## src/rtl/cpts_pkg.sv

```systemverilog
package cpts_pkg;

  localparam int TASK_SLOTS_DEF    = 64;
  localparam int PRIORITY_BITS_DEF = 8;

  // fixed word field widths
  localparam int CMD_W      = 3;
  localparam int SLOT_W     = 6;
  localparam int PRIO_IN_W  = 8;
  localparam int CNT_IN_W   = 9;
  localparam int TASK_OUT_W = 6;

  // preemption-disable depth
  localparam int DEPTH_W = 8;
  localparam logic [DEPTH_W-1:0] DEPTH_MAX = '1;

  typedef enum logic [CMD_W-1:0] {
    CMD_TICK  = 3'd0,
    CMD_YIELD = 3'd1,
    CMD_PDIS  = 3'd2,
    CMD_PEN   = 3'd3,
    CMD_WRITE = 3'd4
  } cmd_t;

  // shared unit operations
  typedef enum logic [1:0] {
    OP_DEC,
    OP_INC,
    OP_RCH,
    OP_CMP
  } op_t;

  typedef enum logic [3:0] {
    ST_IDLE,
    ST_WRITE,
    ST_CUR_RD,
    ST_CUR,
    ST_SCAN,
    ST_RECH,
    ST_PICK,
    ST_FIN_RD,
    ST_FIN
  } state_t;

  typedef struct packed {
    logic rd;
    logic wr;
  } tbl_req_t;

  typedef struct packed {
    logic [TASK_OUT_W-1:0] current_task;
    logic                  switched;
    logic                  recharged;
    logic [CNT_IN_W-1:0]   current_counter;
  } result_t;

  // shared unit width: wide enough for a counter or a depth
  function automatic int unit_w(input int pb);
    return (pb + 1 > DEPTH_W) ? pb + 1 : DEPTH_W;
  endfunction

endpackage

```

## src/rtl/cpts_if.sv

```systemverilog
interface cpts_req_if;
  logic                           valid;
  logic                           ready;
  logic [cpts_pkg::CMD_W-1:0]     command;
  logic [cpts_pkg::SLOT_W-1:0]    slot;
  logic                           slot_present;
  logic                           slot_running;
  logic [cpts_pkg::PRIO_IN_W-1:0] slot_priority;
  logic [cpts_pkg::CNT_IN_W-1:0]  slot_counter;

  modport source (
    output valid, command, slot, slot_present, slot_running, slot_priority, slot_counter,
    input  ready
  );
  modport sink (
    input  valid, command, slot, slot_present, slot_running, slot_priority, slot_counter,
    output ready
  );
endinterface

interface cpts_rsp_if;
  logic                            valid;
  logic                            ready;
  logic [cpts_pkg::TASK_OUT_W-1:0] current_task;
  logic                            switched;
  logic                            recharged;
  logic [cpts_pkg::CNT_IN_W-1:0]   current_counter;

  modport source (
    output valid, current_task, switched, recharged, current_counter,
    input  ready
  );
  modport sink (
    input  valid, current_task, switched, recharged, current_counter,
    output ready
  );
endinterface

```

## src/rtl/cpts_table.sv

```systemverilog
module cpts_table #(
  parameter int TASK_SLOTS    = cpts_pkg::TASK_SLOTS_DEF,
  parameter int PRIORITY_BITS = cpts_pkg::PRIORITY_BITS_DEF
) (
  input  logic                            clk,
  input  logic                            rst,
  input  cpts_pkg::tbl_req_t              req,
  input  logic [$clog2(TASK_SLOTS)-1:0]   raddr,
  input  logic [$clog2(TASK_SLOTS)-1:0]   waddr,
  input  logic                            w_present,
  input  logic                            w_running,
  input  logic [PRIORITY_BITS-1:0]        w_prio,
  input  logic [PRIORITY_BITS:0]          w_cnt,
  input  logic [cpts_pkg::DEPTH_W-1:0]    w_depth,
  output logic                            r_present,
  output logic                            r_running,
  output logic [PRIORITY_BITS-1:0]        r_prio,
  output logic [PRIORITY_BITS:0]          r_cnt,
  output logic [cpts_pkg::DEPTH_W-1:0]    r_depth
);
  import cpts_pkg::*;

  localparam int CW = PRIORITY_BITS + 1;
  localparam int EW = 2 + PRIORITY_BITS + CW + DEPTH_W;

  logic [EW-1:0]         mem [TASK_SLOTS];
  logic [TASK_SLOTS-1:0] vld;
  logic [EW-1:0]         rword;
  logic                  rvld;
  logic                  rzero;

  always_ff @(posedge clk) begin
    if (req.wr) begin
      mem[waddr] <= {w_present, w_running, w_prio, w_cnt, w_depth};
    end
    if (req.rd) begin
      rword <= mem[raddr];
      rzero <= (raddr == '0);
    end
  end

  // per-entry valid: unwritten entries read as their reset value
  always_ff @(posedge clk) begin
    if (rst) begin
      vld  <= '0;
      rvld <= 1'b0;
    end else begin
      if (req.wr) vld[waddr] <= 1'b1;
      if (req.rd) rvld <= vld[raddr];
    end
  end

  always_comb begin
    if (rvld) begin
      r_present = rword[EW-1];
      r_running = rword[EW-2];
      r_prio    = rword[EW-3 -: PRIORITY_BITS];
      r_cnt     = rword[DEPTH_W +: CW];
      r_depth   = rword[DEPTH_W-1:0];
    end else begin
      r_present = rzero;
      r_running = rzero;
      r_prio    = PRIORITY_BITS'(rzero);
      r_cnt     = '0;
      r_depth   = '0;
    end
  end

endmodule

```

## src/rtl/cpts_unit.sv

```systemverilog
module cpts_unit #(
  parameter int PRIORITY_BITS = cpts_pkg::PRIORITY_BITS_DEF
) (
  input  cpts_pkg::op_t                                  op,
  input  logic [cpts_pkg::unit_w(PRIORITY_BITS)-1:0]     a,
  input  logic [cpts_pkg::unit_w(PRIORITY_BITS)-1:0]     b,
  input  logic [cpts_pkg::unit_w(PRIORITY_BITS)-1:0]     lim,
  output logic [cpts_pkg::unit_w(PRIORITY_BITS)-1:0]     res,
  output logic                                           gt
);
  import cpts_pkg::*;

  localparam int W = unit_w(PRIORITY_BITS);

  logic         sub;
  logic [W:0]   bx;
  logic [W:0]   sum;

  // one adder: a + b, or a - b as a + ~b + 1; bit W is carry (a >= b on subtract)
  always_comb begin
    sub = (op == OP_DEC) || (op == OP_CMP);
    bx  = sub ? {1'b0, ~b} : {1'b0, b};
    sum = {1'b0, a} + bx + {{W{1'b0}}, sub};
    gt  = sum[W] && (sum[W-1:0] != '0);
    unique case (op)
      OP_DEC:         res = sum[W] ? sum[W-1:0] : '0;
      OP_INC, OP_RCH: res = (sum > {1'b0, lim}) ? lim : sum[W-1:0];
      OP_CMP:         res = sum[W-1:0];
    endcase
  end

endmodule

```

## src/rtl/cpts_ctrl.sv

```systemverilog
module cpts_ctrl #(
  parameter int TASK_SLOTS    = cpts_pkg::TASK_SLOTS_DEF,
  parameter int PRIORITY_BITS = cpts_pkg::PRIORITY_BITS_DEF
) (
  input  logic                                       clk,
  input  logic                                       rst,
  input  logic                                       take,
  input  logic [cpts_pkg::CMD_W-1:0]                 command,
  input  logic [cpts_pkg::SLOT_W-1:0]                slot,
  input  logic                                       slot_present,
  input  logic                                       slot_running,
  input  logic [cpts_pkg::PRIO_IN_W-1:0]             slot_priority,
  input  logic [cpts_pkg::CNT_IN_W-1:0]              slot_counter,
  output logic                                       idle,
  output cpts_pkg::tbl_req_t                         treq,
  output logic [$clog2(TASK_SLOTS)-1:0]              raddr,
  output logic [$clog2(TASK_SLOTS)-1:0]              waddr,
  output logic                                       w_present,
  output logic                                       w_running,
  output logic [PRIORITY_BITS-1:0]                   w_prio,
  output logic [PRIORITY_BITS:0]                     w_cnt,
  output logic [cpts_pkg::DEPTH_W-1:0]               w_depth,
  input  logic                                       r_present,
  input  logic                                       r_running,
  input  logic [PRIORITY_BITS-1:0]                   r_prio,
  input  logic [PRIORITY_BITS:0]                     r_cnt,
  input  logic [cpts_pkg::DEPTH_W-1:0]               r_depth,
  output cpts_pkg::op_t                              op,
  output logic [cpts_pkg::unit_w(PRIORITY_BITS)-1:0] a,
  output logic [cpts_pkg::unit_w(PRIORITY_BITS)-1:0] b,
  output logic [cpts_pkg::unit_w(PRIORITY_BITS)-1:0] lim,
  input  logic [cpts_pkg::unit_w(PRIORITY_BITS)-1:0] u_res,
  input  logic                                       u_gt,
  input  logic                                       res_free,
  output logic                                       fin,
  output cpts_pkg::result_t                          res_word
);
  import cpts_pkg::*;

  localparam int IDX_W = $clog2(TASK_SLOTS);
  localparam int PTR_W = IDX_W + 1;
  localparam int CW    = PRIORITY_BITS + 1;
  localparam int UW    = unit_w(PRIORITY_BITS);
  localparam logic [CW-1:0]    CNT_MAX = '1;
  localparam logic [PTR_W-1:0] LAST_P  = PTR_W'(TASK_SLOTS);

  state_t state, state_next;

  logic [CMD_W-1:0]         cmd_q;
  logic                     slot_ok_q;
  logic [IDX_W-1:0]         slot_q;
  logic                     pres_q;
  logic                     run_q;
  logic [PRIORITY_BITS-1:0] prio_q;
  logic [CW-1:0]            cnt_q;

  logic [IDX_W-1:0] cur;
  logic [IDX_W-1:0] pick;
  logic [IDX_W-1:0] ridx;
  logic [PTR_W-1:0] rp;
  logic             pend;
  logic             any;
  logic             second;
  logic             sw;
  logic             rch;
  logic [CW-1:0]    best;
  logic             rp_more;
  logic             scan_end;
  logic             hit;

  assign rp_more  = (rp != LAST_P);
  assign scan_end = !rp_more && !pend;
  assign hit      = pend && r_present && r_running && (!any || u_gt);

  always_comb begin
    state_next = state;
    unique case (state)
      ST_IDLE: begin
        if (take) begin
          if (command == CMD_WRITE) begin
            state_next = ST_WRITE;
          end else if (command == CMD_TICK || command == CMD_YIELD ||
                       command == CMD_PDIS || command == CMD_PEN) begin
            state_next = ST_CUR_RD;
          end else begin
            state_next = ST_FIN_RD;
          end
        end
      end
      ST_WRITE:  state_next = ST_FIN_RD;
      ST_CUR_RD: state_next = ST_CUR;
      ST_CUR: begin
        if (cmd_q == CMD_YIELD) begin
          state_next = ST_SCAN;
        end else if (cmd_q == CMD_TICK && u_res == '0 && r_depth == '0) begin
          state_next = ST_SCAN;
        end else begin
          state_next = ST_FIN_RD;
        end
      end
      ST_SCAN: begin
        if (scan_end) begin
          state_next = (!second && any && best == '0) ? ST_RECH : ST_PICK;
        end
      end
      ST_RECH: begin
        if (scan_end) state_next = ST_SCAN;
      end
      ST_PICK:   state_next = ST_FIN_RD;
      ST_FIN_RD: state_next = ST_FIN;
      ST_FIN: begin
        if (res_free) state_next = ST_IDLE;
      end
      default:   state_next = ST_IDLE;
    endcase
  end

  always_comb begin
    treq      = '0;
    raddr     = cur;
    waddr     = cur;
    w_present = r_present;
    w_running = r_running;
    w_prio    = r_prio;
    w_cnt     = r_cnt;
    w_depth   = r_depth;
    op        = OP_CMP;
    a         = '0;
    b         = '0;
    lim       = '0;
    idle      = 1'b0;
    fin       = 1'b0;
    res_word.current_task    = TASK_OUT_W'(cur);
    res_word.switched        = sw;
    res_word.recharged       = rch;
    res_word.current_counter = CNT_IN_W'(r_cnt);
    unique case (state)
      ST_IDLE: idle = 1'b1;
      ST_WRITE: begin
        treq.wr   = slot_ok_q;
        waddr     = slot_q;
        w_present = pres_q;
        w_running = run_q;
        w_prio    = (prio_q == '0) ? PRIORITY_BITS'(1) : prio_q;
        w_cnt     = cnt_q;
        w_depth   = '0;
      end
      ST_CUR_RD, ST_FIN_RD: treq.rd = 1'b1;
      ST_CUR: begin
        treq.wr = 1'b1;
        unique case (cmd_q)
          CMD_TICK: begin
            op    = OP_DEC;
            a     = UW'(r_cnt);
            b     = UW'(1);
            w_cnt = CW'(u_res);
          end
          CMD_YIELD: w_cnt = '0;
          CMD_PDIS: begin
            op      = OP_INC;
            a       = UW'(r_depth);
            b       = UW'(1);
            lim     = UW'(DEPTH_MAX);
            w_depth = DEPTH_W'(u_res);
          end
          CMD_PEN: begin
            op      = OP_DEC;
            a       = UW'(r_depth);
            b       = UW'(1);
            w_depth = DEPTH_W'(u_res);
          end
          default: treq.wr = 1'b0;
        endcase
      end
      ST_SCAN: begin
        treq.rd = rp_more;
        raddr   = rp[IDX_W-1:0];
        op      = OP_CMP;
        a       = UW'(r_cnt);
        b       = UW'(best);
      end
      ST_RECH: begin
        // read slot rp while writing back slot ridx
        treq.rd = rp_more;
        raddr   = rp[IDX_W-1:0];
        treq.wr = pend && r_present;
        waddr   = ridx;
        op      = OP_RCH;
        a       = UW'(r_cnt >> 1);
        b       = UW'(r_prio);
        lim     = UW'(CNT_MAX);
        w_cnt   = CW'(u_res);
      end
      ST_PICK: ;
      ST_FIN:  fin = 1'b1;
      default: ;
    endcase
  end

  always_ff @(posedge clk) begin
    if (rst) begin
      state  <= ST_IDLE;
      cur    <= '0;
      rp     <= '0;
      pend   <= 1'b0;
      any    <= 1'b0;
      second <= 1'b0;
      sw     <= 1'b0;
      rch    <= 1'b0;
    end else begin
      state <= state_next;
      if (state == ST_IDLE && take) begin
        sw     <= 1'b0;
        rch    <= 1'b0;
        second <= 1'b0;
      end
      if (state_next != state) begin
        rp   <= '0;
        pend <= 1'b0;
      end else if (state == ST_SCAN || state == ST_RECH) begin
        pend <= rp_more;
        if (rp_more) rp <= rp + 1'b1;
      end
      if (state_next == ST_SCAN && state != ST_SCAN) begin
        any <= 1'b0;
      end else if (state == ST_SCAN && hit) begin
        any <= 1'b1;
      end
      if (state == ST_RECH && state_next == ST_SCAN) begin
        second <= 1'b1;
        rch    <= 1'b1;
      end
      if (state == ST_PICK) begin
        sw  <= (pick != cur);
        cur <= pick;
      end
    end
  end

  always_ff @(posedge clk) begin
    if (state == ST_IDLE && take) begin
      cmd_q     <= command;
      slot_ok_q <= (int'(slot) < TASK_SLOTS);
      slot_q    <= IDX_W'(slot);
      pres_q    <= slot_present;
      run_q     <= slot_running;
      prio_q    <= PRIORITY_BITS'(slot_priority);
      cnt_q     <= CW'(slot_counter);
    end
    ridx <= rp[IDX_W-1:0];
    if (state_next == ST_SCAN && state != ST_SCAN) begin
      best <= '0;
      pick <= '0;
    end else if (state == ST_SCAN && hit) begin
      best <= r_cnt;
      pick <= ridx;
    end
  end

endmodule

```

## src/rtl/counter_priority_task_scheduler_unit.sv

```systemverilog
// From the accepting edge to rsp.valid: an unknown command reads the table and loads its
//   result; a write first writes its slot; a preempt or a tick without reschedule first
//   updates the current slot; a reschedule adds table passes: a scan, or scan, recharge, scan.
// Throughput: one word at a time, the next taken at the edge after its result is loaded;
//   the task table's single read port, one slot a cycle, sets the reschedule length.
// Reset (rst, synchronous): slot 0 present and running with priority 1, current task 0.
module counter_priority_task_scheduler_unit #(
  parameter int TASK_SLOTS    = cpts_pkg::TASK_SLOTS_DEF,
  parameter int PRIORITY_BITS = cpts_pkg::PRIORITY_BITS_DEF
) (
  input logic          clk,
  input logic          rst,
  cpts_req_if.sink     req,
  cpts_rsp_if.source   rsp
);
  import cpts_pkg::*;

  localparam int IDX_W = $clog2(TASK_SLOTS);
  localparam int CW    = PRIORITY_BITS + 1;
  localparam int UW    = unit_w(PRIORITY_BITS);

  logic take;
  logic idle;
  logic fin;
  logic res_free;
  logic out_valid;
  result_t res_word;
  result_t res_q;

  // task table port
  tbl_req_t                 treq;
  logic [IDX_W-1:0]         raddr;
  logic [IDX_W-1:0]         waddr;
  logic                     w_present;
  logic                     w_running;
  logic [PRIORITY_BITS-1:0] w_prio;
  logic [CW-1:0]            w_cnt;
  logic [DEPTH_W-1:0]       w_depth;
  logic                     r_present;
  logic                     r_running;
  logic [PRIORITY_BITS-1:0] r_prio;
  logic [CW-1:0]            r_cnt;
  logic [DEPTH_W-1:0]       r_depth;

  // shared add/compare unit
  op_t           op;
  logic [UW-1:0] a;
  logic [UW-1:0] b;
  logic [UW-1:0] lim;
  logic [UW-1:0] u_res;
  logic          u_gt;

  assign req.ready = idle;
  assign take      = req.valid && req.ready;

  cpts_ctrl #(
    .TASK_SLOTS    (TASK_SLOTS),
    .PRIORITY_BITS (PRIORITY_BITS)
  ) u_ctrl (
    .clk           (clk),
    .rst           (rst),
    .take          (take),
    .command       (req.command),
    .slot          (req.slot),
    .slot_present  (req.slot_present),
    .slot_running  (req.slot_running),
    .slot_priority (req.slot_priority),
    .slot_counter  (req.slot_counter),
    .idle          (idle),
    .treq          (treq),
    .raddr         (raddr),
    .waddr         (waddr),
    .w_present     (w_present),
    .w_running     (w_running),
    .w_prio        (w_prio),
    .w_cnt         (w_cnt),
    .w_depth       (w_depth),
    .r_present     (r_present),
    .r_running     (r_running),
    .r_prio        (r_prio),
    .r_cnt         (r_cnt),
    .r_depth       (r_depth),
    .op            (op),
    .a             (a),
    .b             (b),
    .lim           (lim),
    .u_res         (u_res),
    .u_gt          (u_gt),
    .res_free      (res_free),
    .fin           (fin),
    .res_word      (res_word)
  );

  cpts_table #(
    .TASK_SLOTS    (TASK_SLOTS),
    .PRIORITY_BITS (PRIORITY_BITS)
  ) u_table (
    .clk       (clk),
    .rst       (rst),
    .req       (treq),
    .raddr     (raddr),
    .waddr     (waddr),
    .w_present (w_present),
    .w_running (w_running),
    .w_prio    (w_prio),
    .w_cnt     (w_cnt),
    .w_depth   (w_depth),
    .r_present (r_present),
    .r_running (r_running),
    .r_prio    (r_prio),
    .r_cnt     (r_cnt),
    .r_depth   (r_depth)
  );

  cpts_unit #(
    .PRIORITY_BITS (PRIORITY_BITS)
  ) u_unit (
    .op  (op),
    .a   (a),
    .b   (b),
    .lim (lim),
    .res (u_res),
    .gt  (u_gt)
  );

  // result register: decouples the result word from the next request
  assign res_free = !out_valid || rsp.ready;

  always_ff @(posedge clk) begin
    if (rst) begin
      out_valid <= 1'b0;
    end else if (fin && res_free) begin
      out_valid <= 1'b1;
    end else if (rsp.ready) begin
      out_valid <= 1'b0;
    end
  end

  always_ff @(posedge clk) begin
    if (fin && res_free) res_q <= res_word;
  end

  assign rsp.valid           = out_valid;
  assign rsp.current_task    = res_q.current_task;
  assign rsp.switched        = res_q.switched;
  assign rsp.recharged       = res_q.recharged;
  assign rsp.current_counter = res_q.current_counter;

endmodule

```

## src/flat_wrapper.sv

```systemverilog
// flat-port wrapper written by rule: the top's interface ports become plain ports
module counter_priority_task_scheduler_unit_flat import cpts_pkg::*;
#(
  parameter int TASK_SLOTS    = cpts_pkg::TASK_SLOTS_DEF,
  parameter int PRIORITY_BITS = cpts_pkg::PRIORITY_BITS_DEF
)
  (clk, rst, req_valid, req_command, req_slot, req_slot_present, req_slot_running, req_slot_priority, req_slot_counter, req_ready, rsp_valid, rsp_current_task, rsp_switched, rsp_recharged, rsp_current_counter, rsp_ready);
  cpts_req_if req_i ();
  cpts_rsp_if rsp_i ();
  input logic clk;
  input logic rst;
  input wire logic [$bits(req_i.valid)-1:0] req_valid;
  input wire logic [$bits(req_i.command)-1:0] req_command;
  input wire logic [$bits(req_i.slot)-1:0] req_slot;
  input wire logic [$bits(req_i.slot_present)-1:0] req_slot_present;
  input wire logic [$bits(req_i.slot_running)-1:0] req_slot_running;
  input wire logic [$bits(req_i.slot_priority)-1:0] req_slot_priority;
  input wire logic [$bits(req_i.slot_counter)-1:0] req_slot_counter;
  output wire logic [$bits(req_i.ready)-1:0] req_ready;
  output wire logic [$bits(rsp_i.valid)-1:0] rsp_valid;
  output wire logic [$bits(rsp_i.current_task)-1:0] rsp_current_task;
  output wire logic [$bits(rsp_i.switched)-1:0] rsp_switched;
  output wire logic [$bits(rsp_i.recharged)-1:0] rsp_recharged;
  output wire logic [$bits(rsp_i.current_counter)-1:0] rsp_current_counter;
  input wire logic [$bits(rsp_i.ready)-1:0] rsp_ready;
  assign req_i.valid = req_valid;
  assign req_i.command = req_command;
  assign req_i.slot = req_slot;
  assign req_i.slot_present = req_slot_present;
  assign req_i.slot_running = req_slot_running;
  assign req_i.slot_priority = req_slot_priority;
  assign req_i.slot_counter = req_slot_counter;
  assign req_ready = req_i.ready;
  assign rsp_valid = rsp_i.valid;
  assign rsp_current_task = rsp_i.current_task;
  assign rsp_switched = rsp_i.switched;
  assign rsp_recharged = rsp_i.recharged;
  assign rsp_current_counter = rsp_i.current_counter;
  assign rsp_i.ready = rsp_ready;
  counter_priority_task_scheduler_unit #(.TASK_SLOTS(TASK_SLOTS), .PRIORITY_BITS(PRIORITY_BITS)) u_core (.clk(clk), .rst(rst), .req(req_i), .rsp(rsp_i));
endmodule
```

## config.mk

```make
export PLATFORM = sky130hd
export DESIGN_NAME = counter_priority_task_scheduler_unit_flat
export DESIGN_NICKNAME = d
export VERILOG_FILES = /design/src/rtl/cpts_pkg.sv /design/src/rtl/cpts_if.sv /design/src/rtl/cpts_table.sv /design/src/rtl/cpts_unit.sv /design/src/rtl/cpts_ctrl.sv /design/src/rtl/counter_priority_task_scheduler_unit.sv /design/src/flat_wrapper.sv
export SDC_FILE = /design/constraint.sdc
export NUM_CORES = 2
export LEC_CHECK = 0
export ABC_AREA = 1
export BUFFER_PORTS_ARGS = -buffer_cell sky130_fd_sc_hd__buf_2
export CAP_MARGIN = 0
export CELL_PAD_IN_SITES_DETAIL_PLACEMENT = 1
export CELL_PAD_IN_SITES_GLOBAL_PLACEMENT = 2
export CORE_MARGIN = 5
export CORE_UTILIZATION = 40
export DETAILED_ROUTE_END_ITERATION = 12
export PLACE_DENSITY = 0.76
export SLEW_MARGIN = 30
export SYNTH_ARGS = -nofsm -noshare
export SYNTH_HDL_FRONTEND = slang
export SYNTH_SLANG_ARGS = --single-unit
```

## constraint.sdc

```tcl
create_clock -name clk -period 6.3 [get_ports clk]
set_clock_uncertainty 0.1 [all_clocks]
set_input_delay 0.315 -clock clk [delete_from_list [all_inputs] [get_ports clk]]
set_output_delay 0.315 -clock clk [all_outputs]
set_load 0.1 [all_outputs]
```

* Word level (Yosys, flattened, before mapping)
Memory sizes are Yosys's and may differ from the RTL's. A register that Yosys moved wholly into a read port is not among the register bits. Index checks and enable logic that the tools add are counted.
Word-level totals: flip-flop bits (word level) 154, memory bits (writable) 1728, output and inout bits 19, logic and storage cells 162, memories kept 1
Memory list:
- u_core.u_table.mem | words 64, bits a word 27, read ports 1, clocked after memory_dff 1, write ports 1, RTL line cpts_table.sv:26 | logic [EW-1:0] mem [TASK_SLOTS];
Cells by class: add/sub/neg operators 3, order comparisons 4, equality and inequality tests 23, multiplexer cells 53, bitwise operators 2, reductions and logical operators 52
Operators by type and width (number):
- case mux 9 bit (3 select lines) | 4
- bitwise OR 64 bit | 1
- case mux 9 bit (2 select lines) | 3
- two-way mux 8 bit | 6
- two-way mux 9 bit | 4
- case mux 4 bit (8 select lines) | 1
- == test 4 x 3 -> 1 bit, second input constant | 5
- logical NOT 9 bit | 2
- two-way mux 1 bit | 17
- logical AND 1 bit | 16
- logical NOT 8 bit | 2
- two-way mux 4 bit | 4
- case mux 8 bit (2 select lines) | 1
- OR reduction 2 bit | 8
- < comparator 6 x 7 -> 1 bit, second input constant | 2
- == test 3 x 2 -> 1 bit, second input constant | 4
- case mux 6 bit (2 select lines) | 1
- adder 10 x 1 -> 10 bit | 1
- adder 9 x 9 -> 10 bit | 1
- greater-than comparator 10 x 9 -> 1 bit | 1
- inverter 9 bit | 1
- nonzero test 9 bit | 1
- == test 4 x 2 -> 1 bit, second input constant | 2
- case mux 2 bit (2 select lines) | 2
- other kinds (29) | 47

* Longest topological paths before layout
depth after elaboration 21, gate-level depth with buffers 41, mapped depth without buffers 41

* Hierarchy
From an unflattened synthesis, not the netlist that was laid out.
Unflattened totals: cells, all modules 6614, area, all modules 78107.4 um2
By module, submodules not included:
- cpts_table | times used 1, cells an instance 5852, area an instance 72408.2 um2, seq. area each 54031.8 um2
- cpts_ctrl | times used 1, cells an instance 545, area an instance 3943.8 um2, seq. area each 1681.6 um2
- cpts_unit | times used 1, cells an instance 192, area an instance 1189.9 um2, seq. area each 0.0 um2
- counter_priority_task_scheduler_unit | times used 1, cells an instance 25, area an instance 565.5 um2, seq. area each 530.5 um2

* Worst setup path after synthesis
OpenSTA, ideal clock, no wires.
path type register to register, start register u_core.u_ctrl.state[1], end memory u_core.u_table.mem[0][6] in the netlist's numbering (data pin), setup time 553 ps, arrival 5872 ps, required time 5647 ps, setup slack -224 ps, cell stages (with the launch flop) 30, buffers on the path 1, period minus slack after synthesis 6524 ps, cells stage by stage dfxtp_1 -> inv_1 -> nand2_1 -> nor2_4 -> clkbuf_1 -> a21oi_1 -> ha_1 -> inv_2 -> nand4_2 -> nand2_4 -> fa_1 -> nand3_1 -> nand2_1 -> nand2_1 -> nand2_1 -> a21oi_1 -> or2_2 -> nand2_1 -> inv_1 -> ha_1 -> nand2_1 -> nor4_1 -> inv_1 -> nand2_1 -> nand2_4 -> nand2_4 -> nand3_1 -> a21oi_2 -> o21ai_0 -> o22ai_1
Between the ends: word-level cells in the longest chain between the ends 12
Ends and longest elaborated chain:
- start: declaration | RTL line cpts_ctrl.sv:47 | state_t state, state_next;
- start signal: assignment | RTL line cpts_ctrl.sv:211 | state <= state_next;
- == test 4 x 3 -> 1 bit or == test 4 x 2 -> 1 bit (tied branches) | RTL line cpts_ctrl.sv:137 | unique case (state)
- case mux 2 bit (2 select lines) | RTL line cpts_ctrl.sv:137
- == test 2 bit or logical NOT 2 bit (tied branches) | RTL line cpts_unit.sv:21, cpts_unit.sv:25
- logical OR 1 bit | RTL line cpts_unit.sv:21 | sub = (op == OP_DEC) || (op == OP_CMP);
- two-way mux 9 bit | RTL line cpts_unit.sv:22 | bx = sub ? {1'b0, ~b} : {1'b0, b};
- adder 9 x 9 -> 10 bit | RTL line cpts_unit.sv:23 | sum = {1'b0, a} + bx + {{W{1'b0}}, sub};
- adder 10 x 1 -> 10 bit | RTL line cpts_unit.sv:23
- greater-than comparator 10 x 9 -> 1 bit | RTL line cpts_unit.sv:27 | OP_INC, OP_RCH: res = (sum > {1'b0, lim}) ? lim : sum[W-1:0];
- two-way mux 9 bit | RTL line cpts_unit.sv:27
- case mux 9 bit (3 select lines) | RTL line cpts_unit.sv:25 | unique case (op)
- two-way mux 8 bit | RTL line cpts_ctrl.sv:151 | unique case (cmd_q)
- case mux 8 bit (2 select lines) * | RTL line cpts_ctrl.sv:137
- net u_core.u_ctrl.w_depth, one bit | RTL line cpts_ctrl.sv:22 | output logic [cpts_pkg::DEPTH_W-1:0] w_depth,
- end: declaration | RTL line cpts_table.sv:26
Mark *: on every way through the listed nets, which the timed path passes. The rest lies on a longest branch.

* Final worst setup path
start register u_core.u_ctrl.state[3], end memory u_core.u_table.mem[17][5] in the netlist's numbering (data pin)
Same word-level chain as after synthesis.

==> flow_summary_export.csv <==
group,metric,value,unit
outcome,outcome,"finished clean",
sta,whs,89.6,ps
power_and_ir_drop,power.leakage,28.6,nW
drt,first_pass_iters,5,
floorplan,die_width,446,um
setup_path,crit_type,"reg2reg",
setup_path,crit_required,6740,ps
sta,setup-violations-final,0,
floorplan,io_pins,51,
synth,synth_area_leaders,"edfxtp_1 71%, o21ai_0 6.2%, nor2_1 5.7%, dfxtp_1 2.8%, o22ai_1 2.4%",
synth,synth.yosys.seq_area_share,0.739,
setup_path,max_stage_delay,550,ps
finish,postLayoutCellArea,0.0878,mm2
global_routing,grt_pass1_vias,52794,
setup_path,slowest_stage,"buf_4",
synth,synth_fp_nets,6057,
placed_design,place_congestion,0.903,
drt,drt_iter0_markers,5893,
cts,cts_tree,"done",
finish,layout-drive-gt1-share,0.113,
power_and_ir_drop,power.density,479,mW/mm2
power_and_ir_drop,seq_power_share,0.391,
power_and_ir_drop,ir_worst_vdd,0.357,mV
floorplan,floorplan.initialDensity,0.401,
synth,yosysTopAreaCellShare,0.710,
cts,clk_latency,850,ps
power_and_ir_drop,switching_share,0.383,
placed_design,place_area,0.0810,mm2
sta,slew-limit-headroom,0.231,
placed_design,io_buffers,50,
global_routing,grt_use_total,0.258,
floorplan,core,0.190,mm2
cts,htree_levels,4,
sta,fmax,0.169,GHz
power_and_ir_drop,p_sw,16.1,mW
floorplan,num_rows,160,
synth,avgSynthCellArea,12.7,um2
sta,rsz0062_at_grt,"no",
finish,area_growth,15.3,%
synth,syn_inst,6003,
finish,nFillCells,19254,
power_and_ir_drop,combPwrFrac,0.336,
setup_path,arrival,6350,ps
cts,clock_sinks,1909,
sta,finalCritPeriodShare,0.938,
global_routing,antenna_found_initial,18,
synth,synth-seq-cells,1909,
drt,avgRoutedWirePerCell,29.8,um
cts,cts_buffers,195,
synth,netlist_area,0.0761,mm2
global_routing,grt_max_degree,209,
synth,yosysWarnings,0,
worst_hold_path,hold_class,"in2reg",
drt,routed_wl,262,mm
sta,setup-tns-final,0,ps
finish,fin_nets,6149,
power_and_ir_drop,clkPwrFrac,0.273,
synth,synthArstFlopShare,0,
drt,via_per_inst,6.01,
setup_path,cp-end-kind,"flop",
drt,drtAntennaViolNets,0,
global_routing,grt_overflow,0,
placed_design,dpl.hpwl,150,mm
floorplan,die_h,446,um
setup_path,critPathMaxFanout,64,
global_routing,grt_first_pass_wirelength,376,mm
floorplan,die_area,0.199,mm2
power_and_ir_drop,p_int,25.9,mW
synth,synth_top_area_cell,"edfxtp_1",
sta,worst_pin_slew,1140,ps
synth,synth-edff-count,1801,
synth,synth_cell_type_count,52,
drt,drc,0,
cts,clk_pin_slew,60,ps
cts,root_buffer,"clkbuf_16",
sta,hold_violations,0,
setup_path,cp_common_cell,"nand2_1",
sta,drv_slew,0,
flow_run,maxCapViolations,0,
setup_path,worstSetupStartpointType,"flop",
synth,synth_ff_type,"edfxtp_1",
sta,period_needed,5910,ps
drt,num_vias,52768,
cts,cts.path.max_buffers,3,
[registers in the layout (all words and copies together), names as in the netlist, 4 cells and up]
register,count
u_core.rsp.current_counter,9
u_core.rsp.current_task,6
u_core.u_ctrl.best,9
u_core.u_ctrl.cnt_q,9
u_core.u_ctrl.cur,6
u_core.u_ctrl.pick,6
u_core.u_ctrl.prio_q,8
u_core.u_ctrl.ridx,6
u_core.u_ctrl.rp,7
u_core.u_ctrl.slot_q,6
u_core.u_ctrl.state,4
u_core.u_table.mem,1728
u_core.u_table.rword,27
u_core.u_table.vld,64
[critical path: cells and delay by family (launching register included)]
kind	cells	cell delay (ps)
AO/OA/AOI/OAI	3	550
XOR/XNOR	1	220
flip-flops	1	400
adder cells (fa/ha/maj)	3	930
AND/OR/NAND/NOR	23	2170
buffers and inverters	6	1150
[worst paths after layout]
path	depth (start not counted)	endpoint	from	slack, ps
max	36	u_core.u_table.mem[17][5]$_DFFE_PP_	u_core.u_ctrl.state[3]$_SDFF_PP0_	390
min	2	u_core.u_ctrl.slot_q[0]$_DFFE_PP_	req_slot[0]	90
max reg2reg	36	u_core.u_table.mem[17][5]$_DFFE_PP_	u_core.u_ctrl.state[3]$_SDFF_PP0_	390
min reg2reg	0	u_core.u_ctrl.ridx[5]$_DFF_P_	u_core.u_ctrl.rp[5]$_SDFFE_PP0P_	280
[cells in the final DEF (no fill, tap or decap), types with 7 or more instances in the layout]
master and count:
o221ai_1 176, a21oi_1 69, buf_16 17, a221oi_1 17, nand2_1 422, buf_12 25
nor3_1 15, nand4_1 42, o2111ai_4 8, a32o_1 14, bufinv_16 17, dfxtp_1 107
inv_1 128, clkinv_1 44, a21oi_2 13, clkbuf_1 51, buf_4 162, nand3_1 212
clkinv_2 33, ha_1 21, xor2_1 21, nor2_2 15, inv_6 8, o21ai_4 19
o22ai_1 286, nand2_4 7, clkbuf_16 197, buf_2 50, nor2_4 70, nor2_1 1087
dlygate4sd3_1 31, o21ai_0 926, o211ai_1 63, nand2_2 10, edfxtp_1 1801
[layer usage]
metal  track usage  vias to the layer above  share of wire
met5             0                        -        0.00012
met4        0.0956                        6          0.037
met3        0.0412                      412          0.075
met2         0.404                     2223           0.46
met1         0.366                    27605           0.43
li1              -                    22522              -
[logic make-up after synthesis]
logic type | Yosys count | synth area share
adder cells (fa/ha/maj) | 22 | 0.00371
AO/OA/AOI/OAI | 1608 | 0.125
flip-flops | 1909 | 0.739
buffers and inverters | 536 | 0.0275
XOR/XNOR | 23 | 0.00275
AND/OR/NAND/NOR | 1905 | 0.102
[cell usage after synthesis (10+ instances only)]
master    count
edfxtp_1   1801
nor2_1     1155
o21ai_0     945
nand2_1     422
clkbuf_1    337
o22ai_1     288
nand3_1     213
o221ai_1    176
inv_1       128
dfxtp_1     108
a21oi_1      71
o211ai_1     63
nand4_1      42
buf_2        38
ha_1         21
xor2_1       21
a221oi_1     17
buf_1        17
nor3_1       16
a32o_1       14
nor2_2       14
a21oi_2      12
nand2_2      10
[power groups by stage]
| stage | Sequential (mW) | Clock (mW) | Combinational (mW) |
|---|---|---|---|
| after global routing | 16.5 | 12.2 | 14.9 |
| after global placement | 16.7 | 0 | 13.5 |
| after detailed placement | 16.7 | 0 | 13.7 |
| final | 16.4 | 11.5 | 14.1 |
| after floorplan | 16.9 | 0 | 7.08 |
| after CTS | 16.4 | 11.7 | 13.8 |
[metrics by stage]
step,utilization,power [mW],setup slack (ps),std cells
6_report,0.463,42.1,392,8779
5_1_grt,0.462,43.6,10.1,8774
4_1_cts,0.461,41.9,282,8766
3_5_place_dp,0.427,30.4,349,8371
3_3_place_gp,0.425,30.2,387,8356
2_1_floorplan,-,23.9,179,6003
[layout make-up]
class	instances	area (um2)	share of cell area
antenna	6	15.0	0.000171
inverter	138	546	0.00621
multi-input combinational	3558	18700	0.213
timing repair buffer	293	2840	0.0324
clock inverter	112	1100	0.0126
clock buffer	252	5180	0.0590
tap	2511	3140	0.0358
sequential	1909	56200	0.641
[timing repair]
| item | CTS | global route |
|---|---|---|
| setup buffers | 0 | 2 |
| hold buffers | 31 | 0 |
| endpoints found under the hold margin | 65 | 0 |
| setup endpoints to repair | 0 | 536 |
| gates resized for setup | 0 | 12 |
Note: power is estimated with default switching activity, not from simulation.
